==> config.mk <==
export PLATFORM = sky130hd
export DESIGN_NAME = aes_rk_store
export DESIGN_NICKNAME = d
export VERILOG_FILES = /design/src/design/aes_pkg.sv /design/src/design/aes_rk_store.sv
export SDC_FILE = /design/constraint.sdc
export NUM_CORES = 2
export LEC_CHECK = 0
export ABC_CLOCK_PERIOD_IN_PS = 13100
export BUFFER_PORTS_ARGS = -buffer_cell sky130_fd_sc_hd__clkbuf_2
export CAP_MARGIN = 15
export CORE_ASPECT_RATIO = 0.5
export CORE_MARGIN = 2
export CORE_UTILIZATION = 54
export CTS_BUF_LIST = sky130_fd_sc_hd__clkbuf_16
export CTS_CLUSTER_DIAMETER = 30
export CTS_CLUSTER_SIZE = 20
export DETAILED_ROUTE_END_ITERATION = 12
export GPL_ROUTABILITY_DRIVEN = 0
export PLACE_DENSITY = 0.71
export SLEW_MARGIN = 25
export SYNTH_ARGS = -nofsm -noshare
export SYNTH_HDL_FRONTEND = slang
export SYNTH_SLANG_ARGS = --single-unit
==> constraint.sdc <==
create_clock -name clk -period 13.1 [get_ports clk]
set_input_delay 1.965 -clock clk [delete_from_list [all_inputs] [get_ports clk]]
set_output_delay 1.965 -clock clk [all_outputs]
set_load 0.02 [all_outputs]
==> src/design/aes_pkg.sv <==
// ----------------------------------------------------------------------------
// aes package
// payload types, control structs, tables and byte-level functions
// ----------------------------------------------------------------------------
`default_nettype none

package aes_pkg;

    typedef struct packed {
        logic        func;
        logic [63:0] block_hi;
        logic [63:0] block_lo;
    } aes_in_t;

    typedef struct packed {
        logic [63:0] result_hi;
        logic [63:0] result_lo;
    } aes_out_t;

    typedef enum logic [2:0] {
        ST_IDLE,
        ST_EXPAND,
        ST_LOAD,
        ST_ROUND,
        ST_DONE
    } aes_state_t;

    localparam logic [2:0] CFG_KEY_SIZE   = 3'd0;
    localparam logic [2:0] CFG_KEY_WORD_0 = 3'd1;
    localparam logic [2:0] CFG_KEY_WORD_1 = 3'd2;
    localparam logic [2:0] CFG_KEY_WORD_2 = 3'd3;
    localparam logic [2:0] CFG_KEY_WORD_3 = 3'd4;

    localparam logic [1:0] KEY_SIZE_128 = 2'd0;
    localparam logic [1:0] KEY_SIZE_192 = 2'd1;

    localparam int ROW_DEPTH = 16;

    typedef struct packed {
        logic         en;
        logic [3:0]   enc_row;
        logic [3:0]   dec_row;
        logic [127:0] enc_data;
        logic [127:0] dec_data;
    } aes_rk_wr_t;

    typedef struct packed {
        logic load;
        logic step;
        logic decrypt;
        logic last;
    } aes_rnd_ctl_t;

    localparam logic [7:0] SBOX [256] = '{
        8'h63, 8'h7c, 8'h77, 8'h7b, 8'hf2, 8'h6b, 8'h6f, 8'hc5,
        8'h30, 8'h01, 8'h67, 8'h2b, 8'hfe, 8'hd7, 8'hab, 8'h76,
        8'hca, 8'h82, 8'hc9, 8'h7d, 8'hfa, 8'h59, 8'h47, 8'hf0,
        8'had, 8'hd4, 8'ha2, 8'haf, 8'h9c, 8'ha4, 8'h72, 8'hc0,
        8'hb7, 8'hfd, 8'h93, 8'h26, 8'h36, 8'h3f, 8'hf7, 8'hcc,
        8'h34, 8'ha5, 8'he5, 8'hf1, 8'h71, 8'hd8, 8'h31, 8'h15,
        8'h04, 8'hc7, 8'h23, 8'hc3, 8'h18, 8'h96, 8'h05, 8'h9a,
        8'h07, 8'h12, 8'h80, 8'he2, 8'heb, 8'h27, 8'hb2, 8'h75,
        8'h09, 8'h83, 8'h2c, 8'h1a, 8'h1b, 8'h6e, 8'h5a, 8'ha0,
        8'h52, 8'h3b, 8'hd6, 8'hb3, 8'h29, 8'he3, 8'h2f, 8'h84,
        8'h53, 8'hd1, 8'h00, 8'hed, 8'h20, 8'hfc, 8'hb1, 8'h5b,
        8'h6a, 8'hcb, 8'hbe, 8'h39, 8'h4a, 8'h4c, 8'h58, 8'hcf,
        8'hd0, 8'hef, 8'haa, 8'hfb, 8'h43, 8'h4d, 8'h33, 8'h85,
        8'h45, 8'hf9, 8'h02, 8'h7f, 8'h50, 8'h3c, 8'h9f, 8'ha8,
        8'h51, 8'ha3, 8'h40, 8'h8f, 8'h92, 8'h9d, 8'h38, 8'hf5,
        8'hbc, 8'hb6, 8'hda, 8'h21, 8'h10, 8'hff, 8'hf3, 8'hd2,
        8'hcd, 8'h0c, 8'h13, 8'hec, 8'h5f, 8'h97, 8'h44, 8'h17,
        8'hc4, 8'ha7, 8'h7e, 8'h3d, 8'h64, 8'h5d, 8'h19, 8'h73,
        8'h60, 8'h81, 8'h4f, 8'hdc, 8'h22, 8'h2a, 8'h90, 8'h88,
        8'h46, 8'hee, 8'hb8, 8'h14, 8'hde, 8'h5e, 8'h0b, 8'hdb,
        8'he0, 8'h32, 8'h3a, 8'h0a, 8'h49, 8'h06, 8'h24, 8'h5c,
        8'hc2, 8'hd3, 8'hac, 8'h62, 8'h91, 8'h95, 8'he4, 8'h79,
        8'he7, 8'hc8, 8'h37, 8'h6d, 8'h8d, 8'hd5, 8'h4e, 8'ha9,
        8'h6c, 8'h56, 8'hf4, 8'hea, 8'h65, 8'h7a, 8'hae, 8'h08,
        8'hba, 8'h78, 8'h25, 8'h2e, 8'h1c, 8'ha6, 8'hb4, 8'hc6,
        8'he8, 8'hdd, 8'h74, 8'h1f, 8'h4b, 8'hbd, 8'h8b, 8'h8a,
        8'h70, 8'h3e, 8'hb5, 8'h66, 8'h48, 8'h03, 8'hf6, 8'h0e,
        8'h61, 8'h35, 8'h57, 8'hb9, 8'h86, 8'hc1, 8'h1d, 8'h9e,
        8'he1, 8'hf8, 8'h98, 8'h11, 8'h69, 8'hd9, 8'h8e, 8'h94,
        8'h9b, 8'h1e, 8'h87, 8'he9, 8'hce, 8'h55, 8'h28, 8'hdf,
        8'h8c, 8'ha1, 8'h89, 8'h0d, 8'hbf, 8'he6, 8'h42, 8'h68,
        8'h41, 8'h99, 8'h2d, 8'h0f, 8'hb0, 8'h54, 8'hbb, 8'h16
    };

    localparam logic [7:0] INV_SBOX [256] = '{
        8'h52, 8'h09, 8'h6a, 8'hd5, 8'h30, 8'h36, 8'ha5, 8'h38,
        8'hbf, 8'h40, 8'ha3, 8'h9e, 8'h81, 8'hf3, 8'hd7, 8'hfb,
        8'h7c, 8'he3, 8'h39, 8'h82, 8'h9b, 8'h2f, 8'hff, 8'h87,
        8'h34, 8'h8e, 8'h43, 8'h44, 8'hc4, 8'hde, 8'he9, 8'hcb,
        8'h54, 8'h7b, 8'h94, 8'h32, 8'ha6, 8'hc2, 8'h23, 8'h3d,
        8'hee, 8'h4c, 8'h95, 8'h0b, 8'h42, 8'hfa, 8'hc3, 8'h4e,
        8'h08, 8'h2e, 8'ha1, 8'h66, 8'h28, 8'hd9, 8'h24, 8'hb2,
        8'h76, 8'h5b, 8'ha2, 8'h49, 8'h6d, 8'h8b, 8'hd1, 8'h25,
        8'h72, 8'hf8, 8'hf6, 8'h64, 8'h86, 8'h68, 8'h98, 8'h16,
        8'hd4, 8'ha4, 8'h5c, 8'hcc, 8'h5d, 8'h65, 8'hb6, 8'h92,
        8'h6c, 8'h70, 8'h48, 8'h50, 8'hfd, 8'hed, 8'hb9, 8'hda,
        8'h5e, 8'h15, 8'h46, 8'h57, 8'ha7, 8'h8d, 8'h9d, 8'h84,
        8'h90, 8'hd8, 8'hab, 8'h00, 8'h8c, 8'hbc, 8'hd3, 8'h0a,
        8'hf7, 8'he4, 8'h58, 8'h05, 8'hb8, 8'hb3, 8'h45, 8'h06,
        8'hd0, 8'h2c, 8'h1e, 8'h8f, 8'hca, 8'h3f, 8'h0f, 8'h02,
        8'hc1, 8'haf, 8'hbd, 8'h03, 8'h01, 8'h13, 8'h8a, 8'h6b,
        8'h3a, 8'h91, 8'h11, 8'h41, 8'h4f, 8'h67, 8'hdc, 8'hea,
        8'h97, 8'hf2, 8'hcf, 8'hce, 8'hf0, 8'hb4, 8'he6, 8'h73,
        8'h96, 8'hac, 8'h74, 8'h22, 8'he7, 8'had, 8'h35, 8'h85,
        8'he2, 8'hf9, 8'h37, 8'he8, 8'h1c, 8'h75, 8'hdf, 8'h6e,
        8'h47, 8'hf1, 8'h1a, 8'h71, 8'h1d, 8'h29, 8'hc5, 8'h89,
        8'h6f, 8'hb7, 8'h62, 8'h0e, 8'haa, 8'h18, 8'hbe, 8'h1b,
        8'hfc, 8'h56, 8'h3e, 8'h4b, 8'hc6, 8'hd2, 8'h79, 8'h20,
        8'h9a, 8'hdb, 8'hc0, 8'hfe, 8'h78, 8'hcd, 8'h5a, 8'hf4,
        8'h1f, 8'hdd, 8'ha8, 8'h33, 8'h88, 8'h07, 8'hc7, 8'h31,
        8'hb1, 8'h12, 8'h10, 8'h59, 8'h27, 8'h80, 8'hec, 8'h5f,
        8'h60, 8'h51, 8'h7f, 8'ha9, 8'h19, 8'hb5, 8'h4a, 8'h0d,
        8'h2d, 8'he5, 8'h7a, 8'h9f, 8'h93, 8'hc9, 8'h9c, 8'hef,
        8'ha0, 8'he0, 8'h3b, 8'h4d, 8'hae, 8'h2a, 8'hf5, 8'hb0,
        8'hc8, 8'heb, 8'hbb, 8'h3c, 8'h83, 8'h53, 8'h99, 8'h61,
        8'h17, 8'h2b, 8'h04, 8'h7e, 8'hba, 8'h77, 8'hd6, 8'h26,
        8'he1, 8'h69, 8'h14, 8'h63, 8'h55, 8'h21, 8'h0c, 8'h7d
    };

    function automatic logic [3:0] rounds_of(input logic [1:0] ks);
        logic [3:0] nr;
        case (ks)
            KEY_SIZE_128: nr = 4'd10;
            KEY_SIZE_192: nr = 4'd12;
            default:      nr = 4'd14;
        endcase
        return nr;
    endfunction

    function automatic logic [3:0] nk_of(input logic [1:0] ks);
        logic [3:0] nk;
        case (ks)
            KEY_SIZE_128: nk = 4'd4;
            KEY_SIZE_192: nk = 4'd6;
            default:      nk = 4'd8;
        endcase
        return nk;
    endfunction

    function automatic logic [7:0] xtime(input logic [7:0] a);
        return {a[6:0], 1'b0} ^ (a[7] ? 8'h1b : 8'h00);
    endfunction

    function automatic logic [31:0] sub_word(input logic [31:0] w);
        return {SBOX[w[31:24]], SBOX[w[23:16]], SBOX[w[15:8]], SBOX[w[7:0]]};
    endfunction

    function automatic logic [31:0] mix_col(input logic [31:0] w);
        logic [7:0] a0, a1, a2, a3;
        a0 = w[31:24];
        a1 = w[23:16];
        a2 = w[15:8];
        a3 = w[7:0];
        return {xtime(a0) ^ xtime(a1) ^ a1 ^ a2 ^ a3,
                a0 ^ xtime(a1) ^ xtime(a2) ^ a2 ^ a3,
                a0 ^ a1 ^ xtime(a2) ^ xtime(a3) ^ a3,
                xtime(a0) ^ a0 ^ a1 ^ a2 ^ xtime(a3)};
    endfunction

    function automatic logic [31:0] inv_mix_col(input logic [31:0] w);
        logic [7:0] a [4];
        logic [7:0] m2 [4];
        logic [7:0] m4 [4];
        logic [7:0] m8 [4];
        logic [7:0] m9 [4];
        logic [7:0] mb [4];
        logic [7:0] md [4];
        logic [7:0] me [4];
        for (int k = 0; k < 4; k++) begin
            a[k]  = w[31-8*k -: 8];
            m2[k] = xtime(a[k]);
            m4[k] = xtime(m2[k]);
            m8[k] = xtime(m4[k]);
            m9[k] = m8[k] ^ a[k];
            mb[k] = m8[k] ^ m2[k] ^ a[k];
            md[k] = m8[k] ^ m4[k] ^ a[k];
            me[k] = m8[k] ^ m4[k] ^ m2[k];
        end
        return {me[0] ^ mb[1] ^ md[2] ^ m9[3],
                m9[0] ^ me[1] ^ mb[2] ^ md[3],
                md[0] ^ m9[1] ^ me[2] ^ mb[3],
                mb[0] ^ md[1] ^ m9[2] ^ me[3]};
    endfunction

endpackage

`default_nettype wire

==> src/design/aes_rk_store.sv <==
// ----------------------------------------------------------------------------
// aes round key store
// encryption and inverse cipher round keys, one 128-bit row per round
// ----------------------------------------------------------------------------
`default_nettype none

module aes_rk_store (
    input  wire                 clk,
    input  aes_pkg::aes_rk_wr_t wr,
    input  wire  [3:0]          rd_row,
    output logic [127:0]        enc_q,
    output logic [127:0]        dec_q
);
    import aes_pkg::*;

    logic [127:0] enc_mem [ROW_DEPTH];
    logic [127:0] dec_mem [ROW_DEPTH];
    logic [127:0] enc_q_reg;
    logic [127:0] dec_q_reg;

    always_ff @(posedge clk)
    begin
        if (wr.en)
        begin
            enc_mem[wr.enc_row] <= wr.enc_data;
            dec_mem[wr.dec_row] <= wr.dec_data;
        end
        enc_q_reg <= enc_mem[rd_row];
        dec_q_reg <= dec_mem[rd_row];
    end

    assign enc_q = enc_q_reg;
    assign dec_q = dec_q_reg;

endmodule

`default_nettype wire

==> results.yml <==
outcome:
  outcome: "completed"
clocking:
  cts_root_buf: "clkbuf_16"
  cts_sinks: 4352
  tritoncts: "yes"
  postCtsSetupBuffers: 0
  clock_latency_ns: 0.90
  clock_path_buffers: 4
  clkTransAtPathRegs_ns: 0.06
  cts_buffers: 529
  cts_max_level: 6
  ctsHoldBuffers: 0
  cts_resized: 0
finish:
  final.fill_count: 18800
  finish.instance_area_um2: 184000
  reg.largest.list: "dec_mem: 2048 flops, enc_mem: 2048 flops"
  final_nets: 7788
  final_common_cell: "edfxtp_1"
  area_delta_synth_final_pct: 16.0
  layout_common_cells: "edfxtp_1, mux4_2, clkbuf_16"
  layout-drive-gt1-share: 0.329
worst_setup_path:
  endpoint_kind: "flip-flop"
  worstSetupPathType: "input port to flip-flop"
  cp.arrival_ns: 5.74
  path_max_fanout: 112
  worstPathRequired_ns: 13.89
  start_kind: "input port"
timing:
  finClkSkew_ns: 0.0515
  worst_pin_slew_ns: 1.10
  layout_setup_ws_ns: 8.15
  max_clock_freq_mhz: 202
  setup_viol: 0
  whs_ns: 0.623
  tns_ns: 0
  max-slew-margin-rel: 0.266
  rsz0062_at_grt: "no"
  finalCritPeriodShare: 0.378
  hold_violations: 0
  period_minus_slack_ns: 4.95
  slew_violations: 0
synth:
  synth_cells: 6675
  ys_types: 26
  ys_ff_latch: 4352
  syn_area_um2: 159000
  synth.avg_cell_area_um2: 23.8
  synth_warnings: 0
  yosysSeqAreaShare: 0.807
  syn-num-nets: 6945
global_route:
  grt_pass1_vias: 75900
  grt_max_degree: 134
  globalRoute.totalOverflow: 0
  grt_use_total: 0.247
  antenna_found_initial: 87
  grt_pass1_wl_um: 533000
placement:
  io_buffers: 525
  dpl.hpwl_um: 183000
  pre_cts_ws_ns: 7.20
  place_area_um2: 166000
floorplan:
  core_area_um2: 292000
  die_x_um: 771
  die_area_um2: 298000
  io_pins: 526
  num_rows: 140
  start_util: 0.544
  chipHeight_um: 387
route:
  drtAntennaViolNets: 0
  drc_errors: 0
  dr.first_iter.drc_count: 9049
  wl_per_cell_um: 31.3
  via_count: 74100
  detail_route.wirelength_um: 372000
  viasPerCell: 6.23
  first_pass_iters: 5
pwr:
  p_total_mw: 31.7
  p_leak_nw: 59.9
  power_density_nw_per_um2: 172
  ir_drop_mv: 0.0955
run:
  max-cap-violations: 0
hold_path:
  worstHoldPathType: "flip-flop to flip-flop"
==> power breakdown <==
| part | leakage (nW) | switching, mW | internal [mW] |
|---|---|---|---|
| registers | 39.2 | 0.154 | 15.6 |
| logic | 12.0 | 0.895 | 0.537 |
| clock network | 8.77 | 5.79 | 8.77 |
| total | 59.9 | 6.84 | 24.9 |
==> cells in the mapped netlist <==
cell	number	share of area
edfxtp_1	4096	0.78
nand3b_1	4	0.00019
buf_2	110	0.0035
a221oi_1	21	0.0012
nand2_1	201	0.0048
buf_4	53	0.0025
nand2b_1	27	0.0011
mux4_2	966	0.14
o22a_1	9	0.00050
and2_1	3	0.00012
mux2i_1	39	0.0025
dfxtp_1	256	0.032
nor2_2	1	0.000039
nand3_1	2	0.000063
or3b_2	2	0.00011
a22oi_1	445	0.021
buf_1	47	0.0011
nor3_1	8	0.00025
or2_2	1	0.000039
buf_6	6	0.00043
nor2b_1	43	0.0017
nor2_1	26	0.00062
clkbuf_1	137	0.0032
o221ai_1	37	0.0020
mux2_2	107	0.0076
o21ai_0	28	0.00088
==> area by class of cell <==
| cell class | count | area (µm²) | share of cell area |
|---|---|---|---|
| Sequential cell | 4352 | 128000 | 0.696 |
| Multi-Input combinational cell | 1970 | 29100 | 0.158 |
| Clock buffer | 551 | 13800 | 0.0749 |
| Tap cell | 3905 | 4890 | 0.0265 |
| Timing Repair Buffer | 665 | 4120 | 0.0224 |
| Clock inverter | 409 | 3930 | 0.0213 |
| Antenna cell | 44 | 110 | 0.000598 |
==> path summary, 6_finish.rpt <==
| path | cells after the start | start | to | slack (ns) |
|---|---|---|---|---|
| max | 7 | rd_row[1] | enc_q[70]$_DFF_P_ | 8.15 |
| min | 3 | dec_mem[6][46]$_DFFE_PP_ | dec_q[46]$_DFF_P_ | 0.62 |
| max reg2reg | 3 | enc_mem[1][72]$_DFFE_PP_ | enc_q[72]$_DFF_P_ | 11.35 |
| min reg2reg | 3 | dec_mem[6][46]$_DFFE_PP_ | dec_q[46]$_DFF_P_ | 0.62 |
==> logic make-up after synthesis <==
group | count (synthesis) | synth area share
buffers and inverters | 353 | 0.0108
AOI/OAI and AO/OA | 540 | 0.0256
and+or+nand+nor | 318 | 0.00894
muxes | 1112 | 0.147
DFF | 4352 | 0.807
==> routing by layer <==
| layer | global-route usage | share of wire | wire [µm] |
|---|---|---|---|
| met1 | 0.334 | 0.38 | 142000 |
| met2 | 0.408 | 0.50 | 188000 |
| met3 | 0.0448 | 0.079 | 29500 |
| met4 | 0.0917 | 0.034 | 12800 |
| met5 | 0 | 0.00034 | 127 |
==> through the flow <==
stage	instances	util
floorplan	6675	-
global placement	10900	0.570
detailed placement	10900	0.570
CTS	11900	0.631
global route	11900	0.631
finish	11900	0.631
==> critical path, cell delays in order <==
cell and delay [ns]:
buf_8 0.45, buf_12 0.68, buf_4 0.82, buf_4 0.67
mux4_2 0.42, a22oi_1 0.29, nand2_1 0.11
Power figures use the tool's default switching activity.
