### config.mk
export PLATFORM = sky130hd
export DESIGN_NAME = aes_key_exp
export DESIGN_NICKNAME = d
export VERILOG_FILES = /design/src/design/aes_pkg.sv /design/src/design/aes_key_exp.sv
export SDC_FILE = /design/constraint.sdc
export NUM_CORES = 2
export LEC_CHECK = 0
export CORE_ASPECT_RATIO = 0.5
export CORE_MARGIN = 2
export CORE_UTILIZATION = 51
export CTS_CLUSTER_SIZE = 8
export DETAILED_ROUTE_END_ITERATION = 8
export DONT_BUFFER_PORTS = 1
export PLACE_DENSITY = 0.68
export SLEW_MARGIN = 20
export SYNTH_ARGS = -nofsm -noshare
export SYNTH_HDL_FRONTEND = slang
export SYNTH_SLANG_ARGS = --single-unit
### constraint.sdc
create_clock -name clk -period 12.6 [get_ports clk]
set_input_delay 1.26 -clock clk [delete_from_list [all_inputs] [get_ports clk]]
set_output_delay 1.26 -clock clk [all_outputs]
set_load 0.01 [all_outputs]
### src/design/aes_pkg.sv
// ----------------------------------------------------------------------------
// aes package
// payload types, control structs, tables and byte-level functions
// ----------------------------------------------------------------------------
`default_nettype none

package aes_pkg;

    typedef struct packed {
        logic        func;
        logic [63:0] block_hi;
        logic [63:0] block_lo;
    } aes_in_t;

    typedef struct packed {
        logic [63:0] result_hi;
        logic [63:0] result_lo;
    } aes_out_t;

    typedef enum logic [2:0] {
        ST_IDLE,
        ST_EXPAND,
        ST_LOAD,
        ST_ROUND,
        ST_DONE
    } aes_state_t;

    localparam logic [2:0] CFG_KEY_SIZE   = 3'd0;
    localparam logic [2:0] CFG_KEY_WORD_0 = 3'd1;
    localparam logic [2:0] CFG_KEY_WORD_1 = 3'd2;
    localparam logic [2:0] CFG_KEY_WORD_2 = 3'd3;
    localparam logic [2:0] CFG_KEY_WORD_3 = 3'd4;

    localparam logic [1:0] KEY_SIZE_128 = 2'd0;
    localparam logic [1:0] KEY_SIZE_192 = 2'd1;

    localparam int ROW_DEPTH = 16;

    typedef struct packed {
        logic         en;
        logic [3:0]   enc_row;
        logic [3:0]   dec_row;
        logic [127:0] enc_data;
        logic [127:0] dec_data;
    } aes_rk_wr_t;

    typedef struct packed {
        logic load;
        logic step;
        logic decrypt;
        logic last;
    } aes_rnd_ctl_t;

    localparam logic [7:0] SBOX [256] = '{
        8'h63, 8'h7c, 8'h77, 8'h7b, 8'hf2, 8'h6b, 8'h6f, 8'hc5,
        8'h30, 8'h01, 8'h67, 8'h2b, 8'hfe, 8'hd7, 8'hab, 8'h76,
        8'hca, 8'h82, 8'hc9, 8'h7d, 8'hfa, 8'h59, 8'h47, 8'hf0,
        8'had, 8'hd4, 8'ha2, 8'haf, 8'h9c, 8'ha4, 8'h72, 8'hc0,
        8'hb7, 8'hfd, 8'h93, 8'h26, 8'h36, 8'h3f, 8'hf7, 8'hcc,
        8'h34, 8'ha5, 8'he5, 8'hf1, 8'h71, 8'hd8, 8'h31, 8'h15,
        8'h04, 8'hc7, 8'h23, 8'hc3, 8'h18, 8'h96, 8'h05, 8'h9a,
        8'h07, 8'h12, 8'h80, 8'he2, 8'heb, 8'h27, 8'hb2, 8'h75,
        8'h09, 8'h83, 8'h2c, 8'h1a, 8'h1b, 8'h6e, 8'h5a, 8'ha0,
        8'h52, 8'h3b, 8'hd6, 8'hb3, 8'h29, 8'he3, 8'h2f, 8'h84,
        8'h53, 8'hd1, 8'h00, 8'hed, 8'h20, 8'hfc, 8'hb1, 8'h5b,
        8'h6a, 8'hcb, 8'hbe, 8'h39, 8'h4a, 8'h4c, 8'h58, 8'hcf,
        8'hd0, 8'hef, 8'haa, 8'hfb, 8'h43, 8'h4d, 8'h33, 8'h85,
        8'h45, 8'hf9, 8'h02, 8'h7f, 8'h50, 8'h3c, 8'h9f, 8'ha8,
        8'h51, 8'ha3, 8'h40, 8'h8f, 8'h92, 8'h9d, 8'h38, 8'hf5,
        8'hbc, 8'hb6, 8'hda, 8'h21, 8'h10, 8'hff, 8'hf3, 8'hd2,
        8'hcd, 8'h0c, 8'h13, 8'hec, 8'h5f, 8'h97, 8'h44, 8'h17,
        8'hc4, 8'ha7, 8'h7e, 8'h3d, 8'h64, 8'h5d, 8'h19, 8'h73,
        8'h60, 8'h81, 8'h4f, 8'hdc, 8'h22, 8'h2a, 8'h90, 8'h88,
        8'h46, 8'hee, 8'hb8, 8'h14, 8'hde, 8'h5e, 8'h0b, 8'hdb,
        8'he0, 8'h32, 8'h3a, 8'h0a, 8'h49, 8'h06, 8'h24, 8'h5c,
        8'hc2, 8'hd3, 8'hac, 8'h62, 8'h91, 8'h95, 8'he4, 8'h79,
        8'he7, 8'hc8, 8'h37, 8'h6d, 8'h8d, 8'hd5, 8'h4e, 8'ha9,
        8'h6c, 8'h56, 8'hf4, 8'hea, 8'h65, 8'h7a, 8'hae, 8'h08,
        8'hba, 8'h78, 8'h25, 8'h2e, 8'h1c, 8'ha6, 8'hb4, 8'hc6,
        8'he8, 8'hdd, 8'h74, 8'h1f, 8'h4b, 8'hbd, 8'h8b, 8'h8a,
        8'h70, 8'h3e, 8'hb5, 8'h66, 8'h48, 8'h03, 8'hf6, 8'h0e,
        8'h61, 8'h35, 8'h57, 8'hb9, 8'h86, 8'hc1, 8'h1d, 8'h9e,
        8'he1, 8'hf8, 8'h98, 8'h11, 8'h69, 8'hd9, 8'h8e, 8'h94,
        8'h9b, 8'h1e, 8'h87, 8'he9, 8'hce, 8'h55, 8'h28, 8'hdf,
        8'h8c, 8'ha1, 8'h89, 8'h0d, 8'hbf, 8'he6, 8'h42, 8'h68,
        8'h41, 8'h99, 8'h2d, 8'h0f, 8'hb0, 8'h54, 8'hbb, 8'h16
    };

    localparam logic [7:0] INV_SBOX [256] = '{
        8'h52, 8'h09, 8'h6a, 8'hd5, 8'h30, 8'h36, 8'ha5, 8'h38,
        8'hbf, 8'h40, 8'ha3, 8'h9e, 8'h81, 8'hf3, 8'hd7, 8'hfb,
        8'h7c, 8'he3, 8'h39, 8'h82, 8'h9b, 8'h2f, 8'hff, 8'h87,
        8'h34, 8'h8e, 8'h43, 8'h44, 8'hc4, 8'hde, 8'he9, 8'hcb,
        8'h54, 8'h7b, 8'h94, 8'h32, 8'ha6, 8'hc2, 8'h23, 8'h3d,
        8'hee, 8'h4c, 8'h95, 8'h0b, 8'h42, 8'hfa, 8'hc3, 8'h4e,
        8'h08, 8'h2e, 8'ha1, 8'h66, 8'h28, 8'hd9, 8'h24, 8'hb2,
        8'h76, 8'h5b, 8'ha2, 8'h49, 8'h6d, 8'h8b, 8'hd1, 8'h25,
        8'h72, 8'hf8, 8'hf6, 8'h64, 8'h86, 8'h68, 8'h98, 8'h16,
        8'hd4, 8'ha4, 8'h5c, 8'hcc, 8'h5d, 8'h65, 8'hb6, 8'h92,
        8'h6c, 8'h70, 8'h48, 8'h50, 8'hfd, 8'hed, 8'hb9, 8'hda,
        8'h5e, 8'h15, 8'h46, 8'h57, 8'ha7, 8'h8d, 8'h9d, 8'h84,
        8'h90, 8'hd8, 8'hab, 8'h00, 8'h8c, 8'hbc, 8'hd3, 8'h0a,
        8'hf7, 8'he4, 8'h58, 8'h05, 8'hb8, 8'hb3, 8'h45, 8'h06,
        8'hd0, 8'h2c, 8'h1e, 8'h8f, 8'hca, 8'h3f, 8'h0f, 8'h02,
        8'hc1, 8'haf, 8'hbd, 8'h03, 8'h01, 8'h13, 8'h8a, 8'h6b,
        8'h3a, 8'h91, 8'h11, 8'h41, 8'h4f, 8'h67, 8'hdc, 8'hea,
        8'h97, 8'hf2, 8'hcf, 8'hce, 8'hf0, 8'hb4, 8'he6, 8'h73,
        8'h96, 8'hac, 8'h74, 8'h22, 8'he7, 8'had, 8'h35, 8'h85,
        8'he2, 8'hf9, 8'h37, 8'he8, 8'h1c, 8'h75, 8'hdf, 8'h6e,
        8'h47, 8'hf1, 8'h1a, 8'h71, 8'h1d, 8'h29, 8'hc5, 8'h89,
        8'h6f, 8'hb7, 8'h62, 8'h0e, 8'haa, 8'h18, 8'hbe, 8'h1b,
        8'hfc, 8'h56, 8'h3e, 8'h4b, 8'hc6, 8'hd2, 8'h79, 8'h20,
        8'h9a, 8'hdb, 8'hc0, 8'hfe, 8'h78, 8'hcd, 8'h5a, 8'hf4,
        8'h1f, 8'hdd, 8'ha8, 8'h33, 8'h88, 8'h07, 8'hc7, 8'h31,
        8'hb1, 8'h12, 8'h10, 8'h59, 8'h27, 8'h80, 8'hec, 8'h5f,
        8'h60, 8'h51, 8'h7f, 8'ha9, 8'h19, 8'hb5, 8'h4a, 8'h0d,
        8'h2d, 8'he5, 8'h7a, 8'h9f, 8'h93, 8'hc9, 8'h9c, 8'hef,
        8'ha0, 8'he0, 8'h3b, 8'h4d, 8'hae, 8'h2a, 8'hf5, 8'hb0,
        8'hc8, 8'heb, 8'hbb, 8'h3c, 8'h83, 8'h53, 8'h99, 8'h61,
        8'h17, 8'h2b, 8'h04, 8'h7e, 8'hba, 8'h77, 8'hd6, 8'h26,
        8'he1, 8'h69, 8'h14, 8'h63, 8'h55, 8'h21, 8'h0c, 8'h7d
    };

    function automatic logic [3:0] rounds_of(input logic [1:0] ks);
        logic [3:0] nr;
        case (ks)
            KEY_SIZE_128: nr = 4'd10;
            KEY_SIZE_192: nr = 4'd12;
            default:      nr = 4'd14;
        endcase
        return nr;
    endfunction

    function automatic logic [3:0] nk_of(input logic [1:0] ks);
        logic [3:0] nk;
        case (ks)
            KEY_SIZE_128: nk = 4'd4;
            KEY_SIZE_192: nk = 4'd6;
            default:      nk = 4'd8;
        endcase
        return nk;
    endfunction

    function automatic logic [7:0] xtime(input logic [7:0] a);
        return {a[6:0], 1'b0} ^ (a[7] ? 8'h1b : 8'h00);
    endfunction

    function automatic logic [31:0] sub_word(input logic [31:0] w);
        return {SBOX[w[31:24]], SBOX[w[23:16]], SBOX[w[15:8]], SBOX[w[7:0]]};
    endfunction

    function automatic logic [31:0] mix_col(input logic [31:0] w);
        logic [7:0] a0, a1, a2, a3;
        a0 = w[31:24];
        a1 = w[23:16];
        a2 = w[15:8];
        a3 = w[7:0];
        return {xtime(a0) ^ xtime(a1) ^ a1 ^ a2 ^ a3,
                a0 ^ xtime(a1) ^ xtime(a2) ^ a2 ^ a3,
                a0 ^ a1 ^ xtime(a2) ^ xtime(a3) ^ a3,
                xtime(a0) ^ a0 ^ a1 ^ a2 ^ xtime(a3)};
    endfunction

    function automatic logic [31:0] inv_mix_col(input logic [31:0] w);
        logic [7:0] a [4];
        logic [7:0] m2 [4];
        logic [7:0] m4 [4];
        logic [7:0] m8 [4];
        logic [7:0] m9 [4];
        logic [7:0] mb [4];
        logic [7:0] md [4];
        logic [7:0] me [4];
        for (int k = 0; k < 4; k++) begin
            a[k]  = w[31-8*k -: 8];
            m2[k] = xtime(a[k]);
            m4[k] = xtime(m2[k]);
            m8[k] = xtime(m4[k]);
            m9[k] = m8[k] ^ a[k];
            mb[k] = m8[k] ^ m2[k] ^ a[k];
            md[k] = m8[k] ^ m4[k] ^ a[k];
            me[k] = m8[k] ^ m4[k] ^ m2[k];
        end
        return {me[0] ^ mb[1] ^ md[2] ^ m9[3],
                m9[0] ^ me[1] ^ mb[2] ^ md[3],
                md[0] ^ m9[1] ^ me[2] ^ mb[3],
                mb[0] ^ md[1] ^ m9[2] ^ me[3]};
    endfunction

endpackage

`default_nettype wire

### src/design/aes_key_exp.sv
// ----------------------------------------------------------------------------
// aes key expansion
// one schedule word per cycle, rows of four words written to the key store
// ----------------------------------------------------------------------------
`default_nettype none

module aes_key_exp (
    input  wire                 clk,
    input  wire                 rst_n,
    input  wire                 start,
    input  wire  [1:0]          key_size,
    input  wire  [255:0]        key,
    output aes_pkg::aes_rk_wr_t wr,
    output logic                done
);
    import aes_pkg::*;

    logic [31:0]  kw [8];
    logic [31:0]  win_reg [8];
    logic [31:0]  buf_reg [3];
    logic [127:0] row_reg;
    logic [3:0]   row_idx_reg;
    logic         row_vld_reg;
    logic         done_reg;
    logic         busy_reg;
    logic [5:0]   cnt_reg;
    logic [2:0]   j_reg;
    logic [7:0]   rcon_reg;
    logic [3:0]   nr;
    logic [3:0]   nk;
    logic [31:0]  prev;
    logic [31:0]  far;
    logic [31:0]  t;
    logic [31:0]  word;
    logic         from_key;
    logic         is_last;
    logic         inner;

    for (genvar k = 0; k < 8; k++) begin : g_kw
        assign kw[k] = key[255-32*k -: 32];
    end

    assign nr       = rounds_of(key_size);
    assign nk       = nk_of(key_size);
    assign from_key = (cnt_reg < 6'(nk));
    assign is_last  = (cnt_reg == {nr, 2'b11});
    assign prev     = win_reg[7];

    always_comb
    begin
        case (key_size)
            KEY_SIZE_128: far = win_reg[4];
            KEY_SIZE_192: far = win_reg[2];
            default:      far = win_reg[0];
        endcase
        if (j_reg == 3'd0)
            t = sub_word({prev[23:0], prev[31:24]}) ^ {rcon_reg, 24'd0};
        else if (nk == 4'd8 && j_reg == 3'd4)
            t = sub_word(prev);
        else
            t = prev;
        word = from_key ? kw[cnt_reg[2:0]] : (far ^ t);
    end

    always_ff @(posedge clk or negedge rst_n)
    begin
        if (!rst_n)
        begin
            busy_reg    <= 1'b0;
            done_reg    <= 1'b0;
            row_vld_reg <= 1'b0;
            cnt_reg     <= 6'd0;
            j_reg       <= 3'd0;
            rcon_reg    <= 8'h01;
        end
        else if (start)
        begin
            busy_reg    <= 1'b1;
            done_reg    <= 1'b0;
            row_vld_reg <= 1'b0;
            cnt_reg     <= 6'd0;
            j_reg       <= 3'd0;
            rcon_reg    <= 8'h01;
        end
        else
        begin
            // done follows the write of the last row
            done_reg    <= row_vld_reg && (row_idx_reg == nr);
            row_vld_reg <= busy_reg && (cnt_reg[1:0] == 2'b11);
            if (busy_reg)
            begin
                cnt_reg <= cnt_reg + 6'd1;
                j_reg   <= ({1'b0, j_reg} == nk - 4'd1) ? 3'd0 : j_reg + 3'd1;
                if (!from_key && j_reg == 3'd0)
                    rcon_reg <= xtime(rcon_reg);
                if (is_last)
                    busy_reg <= 1'b0;
            end
        end
    end

    always_ff @(posedge clk)
    begin
        if (busy_reg)
        begin
            for (int k = 0; k < 7; k++)
                win_reg[k] <= win_reg[k+1];
            win_reg[7] <= word;
            if (cnt_reg[1:0] == 2'b11)
            begin
                row_reg     <= {buf_reg[0], buf_reg[1], buf_reg[2], word};
                row_idx_reg <= cnt_reg[5:2];
            end
            else
                buf_reg[cnt_reg[1:0]] <= word;
        end
    end

    assign inner = (row_idx_reg != 4'd0) && (row_idx_reg != nr);

    always_comb
    begin
        wr.en       = row_vld_reg;
        wr.enc_row  = row_idx_reg;
        wr.dec_row  = nr - row_idx_reg;
        wr.enc_data = row_reg;
        for (int c = 0; c < 4; c++)
            wr.dec_data[127-32*c -: 32] = inner ? inv_mix_col(row_reg[127-32*c -: 32])
                                                : row_reg[127-32*c -: 32];
    end

    assign done = done_reg;

endmodule

`default_nettype wire

==> qor.txt <==
Vias post-DR -> 37180
Clock power share -> 0.175
Final Setup Violations -> 0
Design area -> 44800 um^2
IO Port Bufs -> 0
Ports -> 527
Maxcap violations -> 0
Cell Pwr Density -> 230 nW/um^2
Fmax -> 168 MHz
Logic pwr share -> 0.577
Switching part of the total -> 0.482
Initial antenna violation count -> 24
CP startpoint kind -> flop
Cell-internal power -> 5.34 mW
Clock Latency Late Sink -> 0.64 ns
CTS sink cnt -> 504
Critical path type -> reg2reg
Net Count, Synth -> 4771
Most frequent cell after synthesis -> xnor2_1
Yosys top cell area share -> 0.341
Core box area -> 82200 um^2
H-tree lvl count -> 3
Fraction of registers with async set or reset after synthesis -> 0.0397
CTS Hold Bufs -> 0
Max-slew violations -> 0
Yosys cell types -> 103
CTS clk-pin slew, worst paths -> 0.06 ns
Post-CTS sizing -> 0
Period utilization -> 0.472
FF+latch count, synth -> 504
Vias in the first global route -> 34353
Layout Cells excl Fill -> 5306
Lkg Pwr -> 14.7 nW
Minimum clock period -> 5.95 ns
Die X -> 413 um
Worst slew pin tran -> 1.14 ns
Post-Syn Area per Cell -> 9.60 um^2
Post-synth top cells -> xnor2_1 (673), edfxtp_1 (484), nand2_1 (317)
Main area contributors after synthesis -> edfxtp_1 (34%), xnor2_1 (14%), mux4_2 (5.3%)
Syn Inst Count -> 4439
WP buf/inv -> 2
Final Hold Viols -> 0
CP arrival -> 6.25 ns
Largest net degree at the start of global routing -> 136
Pwr Total -> 10.3 mW
Final HPWL from detailed placement -> 123000 um
Global route overflow -> 0
Sequence of cells on the critical path -> buf_4, inv_1, ha_1, nor2b_1, nor3_1, a2111oi_0, nor2_1, a31oi_1, o221ai_1, xnor2_1, a21oi_2
WL final -> 173000 um
Max_slew headroom -> 0.238
DRT Pass-1 Iters -> 7
# DRC -> 0
Dpl cells -> 5194
Total CTS buffers -> 73
Clk root buf -> clkbuf_16
Largest register FFs -> 256
Row cnt -> 74
TritonCTS clock tree -> built
GP Congestion -> 1.01
Status -> completed
Total GRT Usage -> 0.388
Global-route wire length before repair -> 249000 um
Fin nets -> 4499
Post-CTS Setup Inserts -> 0
Post-DRT Antenna Nets -> 0
Nature of the critical path endpoint -> flop
Part of the power in registers -> 0.248
Psw -> 4.96 mW
DRT iter0 DRCs -> 5955
Clk buf depth -> 3
Sum Neg Setup Slack -> 0 ns
Area Growth Syn to Fin -> 5.19%
Share of cells above drive strength 1 -> 0.0890
Die height -> 208 um
Initial Utilization -> 0.518
Hold/Removal Path Class -> in2async
Critical path required time -> 12.90 ns
Critical-path top delay cell -> nor2b_1
Mapped cell area -> 42600 um^2
Full die area -> 86000 um^2
Sequential area share after synthesis -> 0.353
Top_reg_cell synth -> edfxtp_1
Post-synth top area cell -> edfxtp_1
Hold Worst Slack -> 0.304 ns
Largest delay share family, worst path -> compound AO/OA/AOI/OAI gates
RSZ-0062 raised after global routing -> no
Clk_skew -> 0.0492 ns
CP max stage delay -> 0.85 ns
Peak VDD IR -> 231 uV
YS warnings -> 0
CP Max Fanout -> 37
Dpl cell area -> 42700 um^2
EDFF count, synth -> 484
DR vias/cell -> 7.01
Routed WL per cell -> 32.6 um
## metal layers
metal  track usage  wire (um)  up-vias
met5             0         57        -
met4         0.144       7290        8
met3        0.0913      19700      449
met2         0.595      77200     2712
met1         0.534      68700    18202
li1              -          -    15809
## worst paths after layout
check                                start              to  slack (ns)  cells after the start
min                                  rst_n      cnt_reg[4]        0.30                      0
max in group asynchronous            rst_n     rcon_reg[0]       12.11                      0
min in group clk            win_reg[1][61]  win_reg[1][29]        0.40                      0
max reg2reg                win_reg[1][120]   buf_reg[2][7]        6.65                     11
min reg2reg                 win_reg[1][61]  win_reg[1][29]        0.40                      0
max                        win_reg[1][120]   buf_reg[2][7]        6.65                     11
## kinds of logic (layout without fill, tap and decap cells)
family | Yosys count | after routing | share of synthesized area
adder cells (fa/ha/maj) | 71 | 71 | 0.0210
AO/OA/AOI/OAI | 1142 | 1142 | 0.180
buffers and inverters | 498 | 248 | 0.0532
other | 0 | 15 | 0
XOR/XNOR | 851 | 851 | 0.175
AND/OR/NAND/NOR | 1161 | 1161 | 0.137
multiplexers | 212 | 212 | 0.0800
flip-flops | 504 | 504 | 0.353
## area by class of cell
type	count	area (um^2)
diodes	15	37.5
clock buffers	89	1920
clock inverters	8	135
fillers	7219	37400
inverters	59	226
multi-input cells	3437	25400
flip-flops and latches	504	15000
well taps	1102	1380
repair buffers	92	694
## through the flow
stage                util  setup slack (ns)
floorplan               -              3.18
finish              0.545              6.65
detailed placement  0.520              6.66
global route        0.545              6.65
CTS                 0.545              6.58
global placement    0.520              6.69
## power groups by stage
stage	logic, mW	registers [mW]	clock network, mW
finish	5.95	2.55	1.81
global route	6.20	2.58	1.89
CTS	5.72	2.55	1.82
detailed placement	5.69	2.57	0
global placement	5.77	2.56	0
floorplan	4.01	2.48	0
## placed cells by master (no fill, tap or decap), types with 70 or more instances in the layout
cell type / netlist / final
nand3_1: 100 / 100
nor2_1: 210 / 210
o21ai_0: 292 / 292
edfxtp_1: 484 / 484
nand2b_1: 105 / 105
a21oi_1: 203 / 202
mux4_2: 101 / 101
a31oi_1: 73 / 72
nor2b_1: 104 / 103
buf_4: 27 / 91
clkbuf_16: 0 / 74
nand2_1: 317 / 317
mux2i_1: 90 / 90
o211ai_1: 72 / 72
xnor2_1: 673 / 673
ha_1: 70 / 70
xor2_1: 176 / 176
nor3_1: 96 / 95
No activity file was read; power rests on OpenSTA's default activity.
